<file path="src/design/zero_run_literal_decoder_unit_assert.svh">
// Assertion macros shared by the zero-run literal decoder RTL.
`ifndef ZERO_RUN_LITERAL_DECODER_UNIT_ASSERT_SVH
`define ZERO_RUN_LITERAL_DECODER_UNIT_ASSERT_SVH

// Same-cycle implication, sampled on clk, off during reset.
`define ZRLD_ASSERT_SAME(name, ante, cons, msg) \
    name: assert property (@(posedge clk) disable iff (!rst_n) (ante) |-> (cons)) \
        else $error(msg);

// Next-cycle implication, sampled on clk, off during reset.
`define ZRLD_ASSERT_NEXT(name, ante, cons, msg) \
    name: assert property (@(posedge clk) disable iff (!rst_n) (ante) |=> (cons)) \
        else $error(msg);

`endif

</file>
<file path="src/design/zrld_pkg.sv">
// Package: widths and control-byte class codes of the zero-run literal decoder.
`default_nettype none

package zrld_pkg;

    localparam int BYTE_W  = 8;
    localparam int RUN_W   = 7;
    localparam int COUNT_W = 6;

    localparam logic [1:0] CLASS_ONE  = 2'b00;
    localparam logic [1:0] CLASS_TWO  = 2'b01;
    localparam logic [1:0] CLASS_FOUR = 2'b10;
    localparam logic [1:0] CLASS_RUN  = 2'b11;

    localparam logic [RUN_W-1:0] LIT_ONE  = RUN_W'(1);
    localparam logic [RUN_W-1:0] LIT_TWO  = RUN_W'(2);
    localparam logic [RUN_W-1:0] LIT_FOUR = RUN_W'(4);

endpackage

`default_nettype wire

</file>
<file path="src/design/zrld_if.sv">
// Interfaces: compressed byte channel and decoded run channel.
`default_nettype none

interface zrld_byte_if
    import zrld_pkg::*;
();
    logic              valid;
    logic              ready;
    logic [BYTE_W-1:0] in_byte;

    modport source (output valid, output in_byte, input ready);
    modport sink   (input valid, input in_byte, output ready);
endinterface

interface zrld_run_if
    import zrld_pkg::*;
();
    logic              valid;
    logic              ready;
    logic [BYTE_W-1:0] out_value;
    logic [RUN_W-1:0]  run_length;
    logic              last_of_input;

    modport source (output valid, output out_value, output run_length,
                    output last_of_input, input ready);
    modport sink   (input valid, input out_value, input run_length,
                    input last_of_input, output ready);
endinterface

`default_nettype wire

</file>
<file path="src/design/zero_run_literal_decoder_unit.sv">
// Top level: zero-run / literal stream decoder.
//
// Channel stream carries compressed bytes; channel result carries decoded runs
// (out_value, run_length, last_of_input). Both use valid/ready; a transaction
// completes at a rising edge with valid and ready high.
// A byte taken while no literals are pending is a control byte: it loads the
// group size and the trailing zero-run length and yields no result.
// Each later byte is a literal, sent with run_length 1. The last literal of a
// group with a zero run is followed by a second result: out_value 0,
// run_length 1..64, last_of_input 1.
// A literal goes through the input register and then the result register.
// Throughput: one byte per cycle while result is not stalled; a byte that causes
// two results holds the input stage while the zero run goes out.
// Reset clears the group state (next byte is a control byte) and empties
// both stages. When the receiver stalls, the result register holds, the input
// register still takes one byte, and stream.ready then drops.
`default_nettype none

module zero_run_literal_decoder_unit
    import zrld_pkg::*;
(
    input  wire          clk,
    input  wire          rst_n,
    zrld_byte_if.sink    stream,
    zrld_run_if.source   result
);

    logic              in_valid_reg;
    logic [BYTE_W-1:0] in_byte_reg;
    logic [RUN_W-1:0]  literals_left_reg, literals_left_next;
    logic [RUN_W-1:0]  zeros_after_reg, zeros_after_next;
    logic              out_valid_reg, out_valid_next;
    logic [BYTE_W-1:0] out_value_reg, out_value_next;
    logic [RUN_W-1:0]  run_length_reg, run_length_next;
    logic              out_last_reg, out_last_next;
    logic              pend_valid_reg, pend_valid_next;
    logic [RUN_W-1:0]  pend_run_reg, pend_run_next;

    logic              out_free;
    logic              advance;
    logic              is_literal;
    logic [RUN_W-1:0]  lit_dec;
    logic              zero_run;
    logic [RUN_W-1:0]  count;

    assign out_free   = !out_valid_reg || result.ready;
    assign advance    = in_valid_reg && out_free && !pend_valid_reg;
    assign stream.ready = !in_valid_reg || advance;

    assign is_literal = (literals_left_reg != '0);
    assign lit_dec    = literals_left_reg - RUN_W'(1);
    assign zero_run   = is_literal && (lit_dec == '0) && (zeros_after_reg != '0);
    assign count      = RUN_W'(in_byte_reg[COUNT_W-1:0]) + RUN_W'(1);

    // Input register.
    always_ff @(posedge clk or negedge rst_n)
    begin
        if (!rst_n)
        begin
            in_valid_reg <= 1'b0;
        end
        else if (stream.ready)
        begin
            in_valid_reg <= stream.valid;
        end
    end

    always_ff @(posedge clk)
    begin
        if (stream.valid && stream.ready)
        begin
            in_byte_reg <= stream.in_byte;
        end
    end

    // Group state update.
    always_comb
    begin
        literals_left_next = literals_left_reg;
        zeros_after_next   = zeros_after_reg;
        if (advance)
        begin
            if (is_literal)
            begin
                literals_left_next = lit_dec;
                if (zero_run)
                begin
                    zeros_after_next = '0;
                end
            end
            else
            begin
                unique case (in_byte_reg[BYTE_W-1:BYTE_W-2])
                    CLASS_ONE:
                    begin
                        literals_left_next = LIT_ONE;
                        zeros_after_next   = count;
                    end
                    CLASS_TWO:
                    begin
                        literals_left_next = LIT_TWO;
                        zeros_after_next   = count;
                    end
                    CLASS_FOUR:
                    begin
                        literals_left_next = LIT_FOUR;
                        zeros_after_next   = count;
                    end
                    CLASS_RUN:
                    begin
                        literals_left_next = count;
                        zeros_after_next   = '0;
                    end
                    default:
                    begin
                        literals_left_next = literals_left_reg;
                        zeros_after_next   = zeros_after_reg;
                    end
                endcase
            end
        end
    end

    // Result register and pending zero run.
    always_comb
    begin
        out_valid_next  = out_valid_reg;
        out_value_next  = out_value_reg;
        run_length_next = run_length_reg;
        out_last_next   = out_last_reg;
        pend_valid_next = pend_valid_reg;
        pend_run_next   = pend_run_reg;
        if (out_free)
        begin
            priority if (pend_valid_reg)
            begin
                out_valid_next  = 1'b1;
                out_value_next  = '0;
                run_length_next = pend_run_reg;
                out_last_next   = 1'b1;
                pend_valid_next = 1'b0;
            end
            else if (advance && is_literal)
            begin
                out_valid_next  = 1'b1;
                out_value_next  = in_byte_reg;
                run_length_next = RUN_W'(1);
                out_last_next   = !zero_run;
                pend_valid_next = zero_run;
                pend_run_next   = zeros_after_reg;
            end
            else
            begin
                out_valid_next = 1'b0;
            end
        end
    end

    always_ff @(posedge clk or negedge rst_n)
    begin
        if (!rst_n)
        begin
            literals_left_reg <= '0;
            zeros_after_reg   <= '0;
            out_valid_reg     <= 1'b0;
            pend_valid_reg    <= 1'b0;
        end
        else
        begin
            literals_left_reg <= literals_left_next;
            zeros_after_reg   <= zeros_after_next;
            out_valid_reg     <= out_valid_next;
            pend_valid_reg    <= pend_valid_next;
        end
    end

    always_ff @(posedge clk)
    begin
        out_value_reg  <= out_value_next;
        run_length_reg <= run_length_next;
        out_last_reg   <= out_last_next;
        pend_run_reg   <= pend_run_next;
    end

    assign result.valid         = out_valid_reg;
    assign result.out_value     = out_value_reg;
    assign result.run_length    = run_length_reg;
    assign result.last_of_input = out_last_reg;

`include "zero_run_literal_decoder_unit_assert.svh"

    `ZRLD_ASSERT_SAME(a_pend_behind_literal, pend_valid_reg,
        out_valid_reg && !out_last_reg, "pending zero run without its literal")
    `ZRLD_ASSERT_SAME(a_pend_ends_group, pend_valid_reg,
        literals_left_reg == '0 && zeros_after_reg == '0 && pend_run_reg != '0,
        "pending zero run while group still open")
    `ZRLD_ASSERT_SAME(a_zeros_need_literals, zeros_after_reg != '0,
        literals_left_reg != '0, "zero run length left with no literals")
    `ZRLD_ASSERT_NEXT(a_zero_run_queued, advance && zero_run,
        pend_valid_reg && out_valid_reg, "zero run not queued after last literal")

endmodule

`default_nettype wire
</file>
<file path="src/flat_wrapper.sv">
// flat-port wrapper written by rule: the top's interface ports become plain ports
module zero_run_literal_decoder_unit_flat import zrld_pkg::*;
  (clk, rst_n, stream_valid, stream_in_byte, stream_ready, result_valid, result_out_value, result_run_length, result_last_of_input, result_ready);
  zrld_byte_if stream_i ();
  zrld_run_if result_i ();
  input  wire clk;
  input  wire rst_n;
  input wire logic [$bits(stream_i.valid)-1:0] stream_valid;
  input wire logic [$bits(stream_i.in_byte)-1:0] stream_in_byte;
  output wire logic [$bits(stream_i.ready)-1:0] stream_ready;
  output wire logic [$bits(result_i.valid)-1:0] result_valid;
  output wire logic [$bits(result_i.out_value)-1:0] result_out_value;
  output wire logic [$bits(result_i.run_length)-1:0] result_run_length;
  output wire logic [$bits(result_i.last_of_input)-1:0] result_last_of_input;
  input wire logic [$bits(result_i.ready)-1:0] result_ready;
  assign stream_i.valid = stream_valid;
  assign stream_i.in_byte = stream_in_byte;
  assign stream_ready = stream_i.ready;
  assign result_valid = result_i.valid;
  assign result_out_value = result_i.out_value;
  assign result_run_length = result_i.run_length;
  assign result_last_of_input = result_i.last_of_input;
  assign result_i.ready = result_ready;
  zero_run_literal_decoder_unit u_core (.clk(clk), .rst_n(rst_n), .stream(stream_i), .result(result_i));
endmodule
</file>
<file path="config.mk">
export PLATFORM = sky130hd
export DESIGN_NAME = zero_run_literal_decoder_unit_flat
export DESIGN_NICKNAME = d
export VERILOG_FILES = /design/src/design/zrld_pkg.sv /design/src/design/zrld_if.sv /design/src/design/zero_run_literal_decoder_unit.sv /design/src/flat_wrapper.sv
export VERILOG_INCLUDE_DIRS = /design/src /design/src/design
export SDC_FILE = /design/constraint.sdc
export NUM_CORES = 1
export LEC_CHECK = 0
export BUFFER_PORTS_ARGS = -buffer_cell sky130_fd_sc_hd__buf_2
export CAP_MARGIN = 20
export CORE_ASPECT_RATIO = 1.75
export CORE_UTILIZATION = 50
export DETAILED_ROUTE_END_ITERATION = 10
export HOLD_SLACK_MARGIN = 0.12
export MAX_ROUTING_LAYER = met4
export PLACE_DENSITY = 0.79
export SYNTH_ARGS = -nofsm -noshare
export SYNTH_HDL_FRONTEND = slang
export SYNTH_SLANG_ARGS = --single-unit
</file>
<file path="constraint.sdc">
create_clock -name clk -period 3.4 [get_ports clk]
set_input_delay 0.17 -clock clk [delete_from_list [all_inputs] [get_ports clk]]
set_output_delay 0.17 -clock clk [all_outputs]
set_load 0.05 [all_outputs]
</file>
==> metrics.md, run 1 <==
| Metric | Value |
|---|---|
| Status | finished clean |
| Sink Count | 48 |
| Hpwl dp | 2.938 mm |
| Min Clock Period, post-route | between 2 and 3 ns |
| Area of the core | 4150 um2 |
| Crit path arrival time | roughly 2.5 ns |
| Layout Nets | between 200 and 250 |
| Initial DRC Count | 31 |
| Detail Route Antenna Nets | 0 |
| Register bit total from synthesis | 48 |
| Leakage power | between 0.9 and 1 nW |
| Drt total wl | slightly above 4 mm |
| Starting Density | between 50% and 60% |
| Syn Inst Count | 186 |
| Top cells by area, synth | edfxtp_1 43%, dfrtp_1 20%, a21oi_1 3.5% |
| Overall Power | 2.162 mW |
| Routability congestion estimate | 0.8271 |
| H-tree depth | 2 |
| Root Buffer | clkbuf_8 |
| Core Util, Final | approximately 60% |
| Sw frac | between 40 and 50% |
| Clock Pin Slew Worst Setup and Hold Paths | about 0.090 ns |
| Die Y | between 80 and 90 um |
| DR WL/cell | about 15 um |
| Antenna Cells | 0 |
| Highest Clock Rate | about 400 MHz |
| Combinational power share | roughly two fifths |
| Final Setup Violations | 0 |
| Main synth FF type | edfxtp_1 |
| Hold crit path type | primary input to register |
| # port buffers | 29 |
| Crit path capture type | register |
| Vias in the first global route | between 1000 and 1500 |
| Fin. Hold Viols | 0 |
| Fin area | 2547 um2 |
| Most frequent cell after synthesis | edfxtp_1 |
| Total GRT Usage | between 20 and 25% |
| Mapped Area | 2158 um2 |
| First-pass GRT wire length | roughly 6.8 mm |
| Synth Area per Inst | 11.60 um2 |
| Yosys warning count | 0 |
| Post-Place Cell Area | 2350 um2 |
| Max_cap viols | 0 |
| # rows | 31 |
| Cell Pwr Density | ~850 nW/um2 |
| Slew Limit Fails | 0 |
| Worst endpoint required time | between 3 and 4 ns |
| Initial antenna violation count | 0 |
| Clock skew | just over 0.005 ns |
| Final period util | between 70% and 80% |
| Max Buffers Root-to-Sink | 2 |
| DR vias | approximately 1500 |
| Psw | about 0.9 mW |
| DR DRC count | 0 |
| RSZ-0062 raised after global routing | no |
| DIE AREA | 4594 um2 |
| Grt ovf | 0 |
| Via-to-Cell Ratio | between 5 and 6 |
| Post-cts repair resize count | 0 |
| Cell-internal power | roughly 1.3 mW |
| Hold slack | approximately 0.29 ns |
| Setup Fix Bufs, Post-CTS | 0 |
| Top cells by count, synth | 31 x edfxtp_1, 17 x dfrtp_1, 17 x nand2_1 |
| Initial DRT Pass Iterations | 4 |
| Io pins | 30 |
| Clk Latency, worst-skew pair | 0.30 ns |
| Crit Path Class | register to register |
| Asr flop ratio synth | about 35% |
| Crit start category | register |
| Post-synth cell types | 38 |
| Die width | around 52 um |
| Fraction of layout instances using a drive strength above 1 | approximately a fifth |
| Syn-to-layout area delta | 18.03% |
| Clock group share of total power | around 17% |
| Cell taking the most area after synthesis | edfxtp_1 |
| CP max FO | 30 |
| Syn_nets | 202 |
| CTS tree | yes |
| Synth top area share | between 40% and 50% |
| Tightest Pin Transition | 0.5402 ns |
| Number of synthesized flops with an enable pin | 31 |
| Max-slew headroom | between 60% and 70% |
| Setup_tns | 0 ns |
| Worst VDD drop | approximately 470 uV |
| Sequential share of power | roughly 45% |
| Pin count of the biggest net entering global routing | 31 |
| Seq/Total Area, Yosys | a little over three fifths |
| Total CTS buffers | 5 |
-- stage by stage --
stage               worst slack, ns  std cells
finish                       0.8987        277
CTS                          0.8848        277
floorplan                    0.5055        186
global placement              1.008        259
detailed placement           0.8934        259
global route                 0.6906        277
-- cells in the final DEF, fill, tap and decap left out, types with 2 or more instances in the layout --
cell type / n
clkbuf_8: 6
dlygate4sd3_1: 10
a21oi_1: 15
edfxtp_1: 31
nand2_1: 17
ha_1: 4
nand2b_1: 2
o21ai_0: 10
xnor2_1: 4
dfrtp_1: 17
buf_2: 29
a22oi_1: 2
buf_4: 3
nor3_1: 8
nor2_1: 15
xor2_1: 3
and3_1: 3
a31oi_1: 2
nor2b_1: 10
nand4_1: 2
clkinvlp_4: 2
and2_1: 7
nand3_1: 5
inv_1: 4
-- cells by family (layout without fill, tap and decap cells) --
family | after synthesis | after routing | share of synthesized area, %
simple gates | 78 | 78 | 19.54
flops | 48 | 48 | 62.84
compound gates | 37 | 37 | 10.03
buf+inv | 12 | 54 | 2.435
xor+xnor | 7 | 7 | 2.841
fa+ha+maj | 4 | 4 | 2.319
-- layout make-up --
| type | instances | area, um2 |
|---|---|---|
| fillers | 344 | 1603 |
| flip-flops and latches | 48 | 1356 |
| multi-input cells | 126 | 749.5 |
| repair buffers | 42 | 267.8 |
| clock buffers | 6 | 82.58 |
| well taps | 49 | 61.31 |
| clock inverters | 2 | 15.01 |
| inverters | 4 | 15.01 |
-- routing by layer --
layer	track usage (%)	part of all wire, %
met5	-	0
met4	15.23	6.1
met3	4.422	3.1
met2	36.36	54
met1	21.81	37
-- power by group through the flow --
stage	logic [mW]	registers [mW]	clock network (mW)
2_1_floorplan	0.466	1.16	0
3_3_place_gp	0.815	0.971	0
3_5_place_dp	0.834	0.978	0
4_1_cts	0.843	0.966	0.367
5_1_grt	0.924	0.993	0.387
6_report	0.839	0.965	0.358
-- worst paths after layout --
| check | cells after the start | end | startpoint | slack, ns |
|---|---|---|---|---|
| max in group asynchronous | 2 | u_core.zeros_after_reg[1] | rst_n | 2.79 |
| worst min-delay path | 3 | u_core.pend_valid_reg | result_ready | 0.29 |
| worst max register to register | 6 | u_core.result.run_length[6] | u_core.pend_valid_reg | 0.90 |
| worst min register to register | 0 | u_core.pend_run_reg[2] | u_core.zeros_after_reg[2] | 0.51 |
| worst max-delay path | 6 | u_core.result.run_length[6] | u_core.pend_valid_reg | 0.90 |
| min in group asynchronous | 2 | u_core.zeros_after_reg[4] | rst_n | 0.32 |
-- worst max-delay path, stage by stage, from the launching register on --
cell and delay, ns:
dfrtp_1 0.58, or3b_2 0.80, nor2_1 0.18, buf_4 0.20
nor2_1 0.06, nor2_1 0.12, buf_4 0.25
-- repair_timing --
item,4_1_cts,5_1_grt
hold buffers,10,0
endpoints found under the hold margin,26,0
endpoints found under the setup margin,0,0
Power figures use the tool's default switching activity.
==> run 2: changes to the inputs <==
==> constraint.sdc (replaced) <==
create_clock -name clk -period 2.47 [get_ports clk]
set_input_delay 0.1235 -clock clk [delete_from_list [all_inputs] [get_ports clk]]
set_output_delay 0.1235 -clock clk [all_outputs]
set_load 0.05 [all_outputs]
==> run 2 against run 1 <==
Against the previous run: clock power is 64% higher; total power up 44%; sequential share of layout area shrank 1.1 points; core utilization up 1.2 points; largest cell class unchanged; critical path depth unchanged; routed wire length is 2.1% higher; largest power group unchanged; non-clock buffer count rose by 2; clock skew is 0.0020 ns higher; hold slack worse by 0.038 ns.
==> metrics.md, run 2 (synthesized netlist as in run 1, its figures left out) <==
| Metric | Value |
|---|---|
| Sequential share of power | 42.6% |
| Pin count of the biggest net entering global routing | 29 |
| First-pass GRT wire length | roughly 6.7 mm |
| Max-slew headroom | a little over two thirds |
| Clock Pin Slew Worst Setup and Hold Paths | around 0.09 ns |
| Total CTS buffers | 5 |
| Setup Fix Bufs, Post-CTS | 0 |
| Layout Nets | between 200 and 250 |
| R2R Path Start | u_core.literals_left_reg[0] |
| Status | finished clean |
| Drt total wl | 4.185 mm |
| Starting Density | a little over half |
| Register-to-register setup slack | ~0.4 ns |
| Multi-input gate area | 762.0 um2 |
| DR vias | 1563 |
| Storage cell area | 1356 um2 |
| Antenna Cells | 0 |
| CP max FO | 9 |
| Commonest non-fill, non-tap cell in the layout | edfxtp_1 |
| Fin. Hold Viols | 0 |
| Final period util | a little over four fifths |
| Worst R2R Path Depth | 6 |
| Overall Power | 3.112 mW |
| Crit path capture type | register |
| DR DRC count | 0 |
| Die Y | around 90 um |
| Area of the core | 4150 um2 |
| Leakage power | 1.016 nW |
| Critical path origin | u_core.literals_left_reg[0] |
| Sink Count | 48 |
| Initial DRT Pass Iterations | 4 |
| Max_cap viols | 0 |
| Root Buffer | clkbuf_8 |
| Worst endpoint required time | 2.52 ns |
| Max Buffers Root-to-Sink | 2 |
| Post-cts repair resize count | 0 |
| Crit path arrival time | 2.13 ns |
| Initial DRC Count | between 70 and 80 |
| Vias in the first global route | 1463 |
| Clk Latency, worst-skew pair | roughly 0.30 ns |
| Setup_tns | 0 ns |
| DR WL/cell | ~15 um |
| Hold buffer count at cts | 10 |
| Final Setup Violations | 0 |
| RSZ-0062 raised after global routing | no |
| # port buffers | 29 |
| Cell-internal power | around 1.9 mW |
| Commonest cells after routing, fill and taps aside | 31 x edfxtp_1, 29 x buf_2, 17 x dfrtp_1, 16 x nand2_1, 15 x a21oi_1 |
| Highest Clock Rate | a little under 500 MHz |
| H-tree depth | 2 |
| Combinational power share | between 30% and 40% |
| Die width | 51.67 um |
| Sw frac | between 40% and 50% |
| Total GRT Usage | 20.92% |
| Fillers | roughly 340 |
| Initial antenna violation count | 0 |
| Syn-to-layout area delta | 20.41% |
| Worst VDD drop | approximately 630 uV |
| Routability congestion estimate | 0.9425 |
| Depth of the worst hold-timing path | 3 |
| Worst r2r dst | u_core.result.last_of_input |
| Grt ovf | 0 |
| Hold crit path type | primary input to register |
| Via-to-Cell Ratio | 5.602 |
| # rows | 31 |
| Min Clock Period, post-route | 2.077 ns |
| Clock group share of total power | between 10% and 20% |
| Clock skew | around 0.0071 ns |
| Tightest Pin Transition | approximately 0.45 ns |
| Io pins | 30 |
| Cell Pwr Density | approximately 1200 nW/um2 |
| DIE AREA | approximately 4600 um2 |
| Crit Path Class | register to register |
| Crit start category | register |
| Slew Limit Fails | 0 |
| Hpwl dp | 3.118 mm |
| Crit path capture | u_core.result.last_of_input |
| CTS tree | yes |
| Fraction of layout instances using a drive strength above 1 | 21.74% |
| Detail Route Antenna Nets | 0 |
| Psw | between 1 and 1.5 mW |
==> run 2: worst min path at each step <==
stage                                           end          from  slack (ns)
after global placement    u_core.zeros_after_reg[6]         rst_n        0.07
final                         u_core.pend_valid_reg  result_ready        0.26
after CTS                     u_core.pend_valid_reg  result_ready        0.25
after global routing          u_core.pend_valid_reg  result_ready        0.26
after detailed placement  u_core.zeros_after_reg[6]         rst_n        0.08
after floorplan                 u_core.in_valid_reg         rst_n       -0.17
==> run 2: layer usage <==
metal	routed length, um	vias up	global-route usage (%)	part of all wire [%]
met5	0	-	-	0
met4	167	0	12.04	4.0
met3	152	15	3.401	3.6
met2	2316	52	37.90	55
met1	1548	745	20.38	37
li1	-	751	-	-
==> run 2: final cells by class <==
type / count / share of cell area, %
multi-input combinational: 126 / 29.32
tap: 49 / 2.359
timing repair buffer: 44 / 10.88
clock buffer: 6 / 3.178
inverter: 4 / 0.5778
sequential: 48 / 52.19
clock inverter: 2 / 1.493
==> run 2: stage by stage <==
step / worst slack [ns] / util [%] / cell area [um2] / hold WS (ns) / std cells
6_report: 0.3934 / 62.62 / 2599 / 0.2567 / 279
5_1_grt: 0.2240 / 62.62 / 2599 / 0.2644 / 279
4_1_cts: 0.3684 / 62.62 / 2599 / 0.2521 / 279
3_5_place_dp: 0.3747 / 57.28 / 2377 / 0.07929 / 261
3_3_place_gp: 0.4235 / 57.28 / 2377 / 0.07098 / 261
2_1_floorplan: 0.05536 / - / 2171 / -0.1721 / 186
==> run 2: worst max-delay path: stages (launching register included) <==
cell and delay, ns:
dfrtp_1 0.43, inv_1 0.13, ha_1 0.34, nand3_1 0.14, xnor2_1 0.19, nor4_4 0.49, nand2_1 0.10
==> run 2: power by group through the flow <==
stage	combinational [mW]	clock, mW	sequential [mW]
global placement	1.18	0	1.33
detailed placement	1.19	0	1.34
floorplan	0.659	0	1.59
global route	1.30	0.627	1.36
finish	1.20	0.587	1.32
CTS	1.21	0.600	1.33
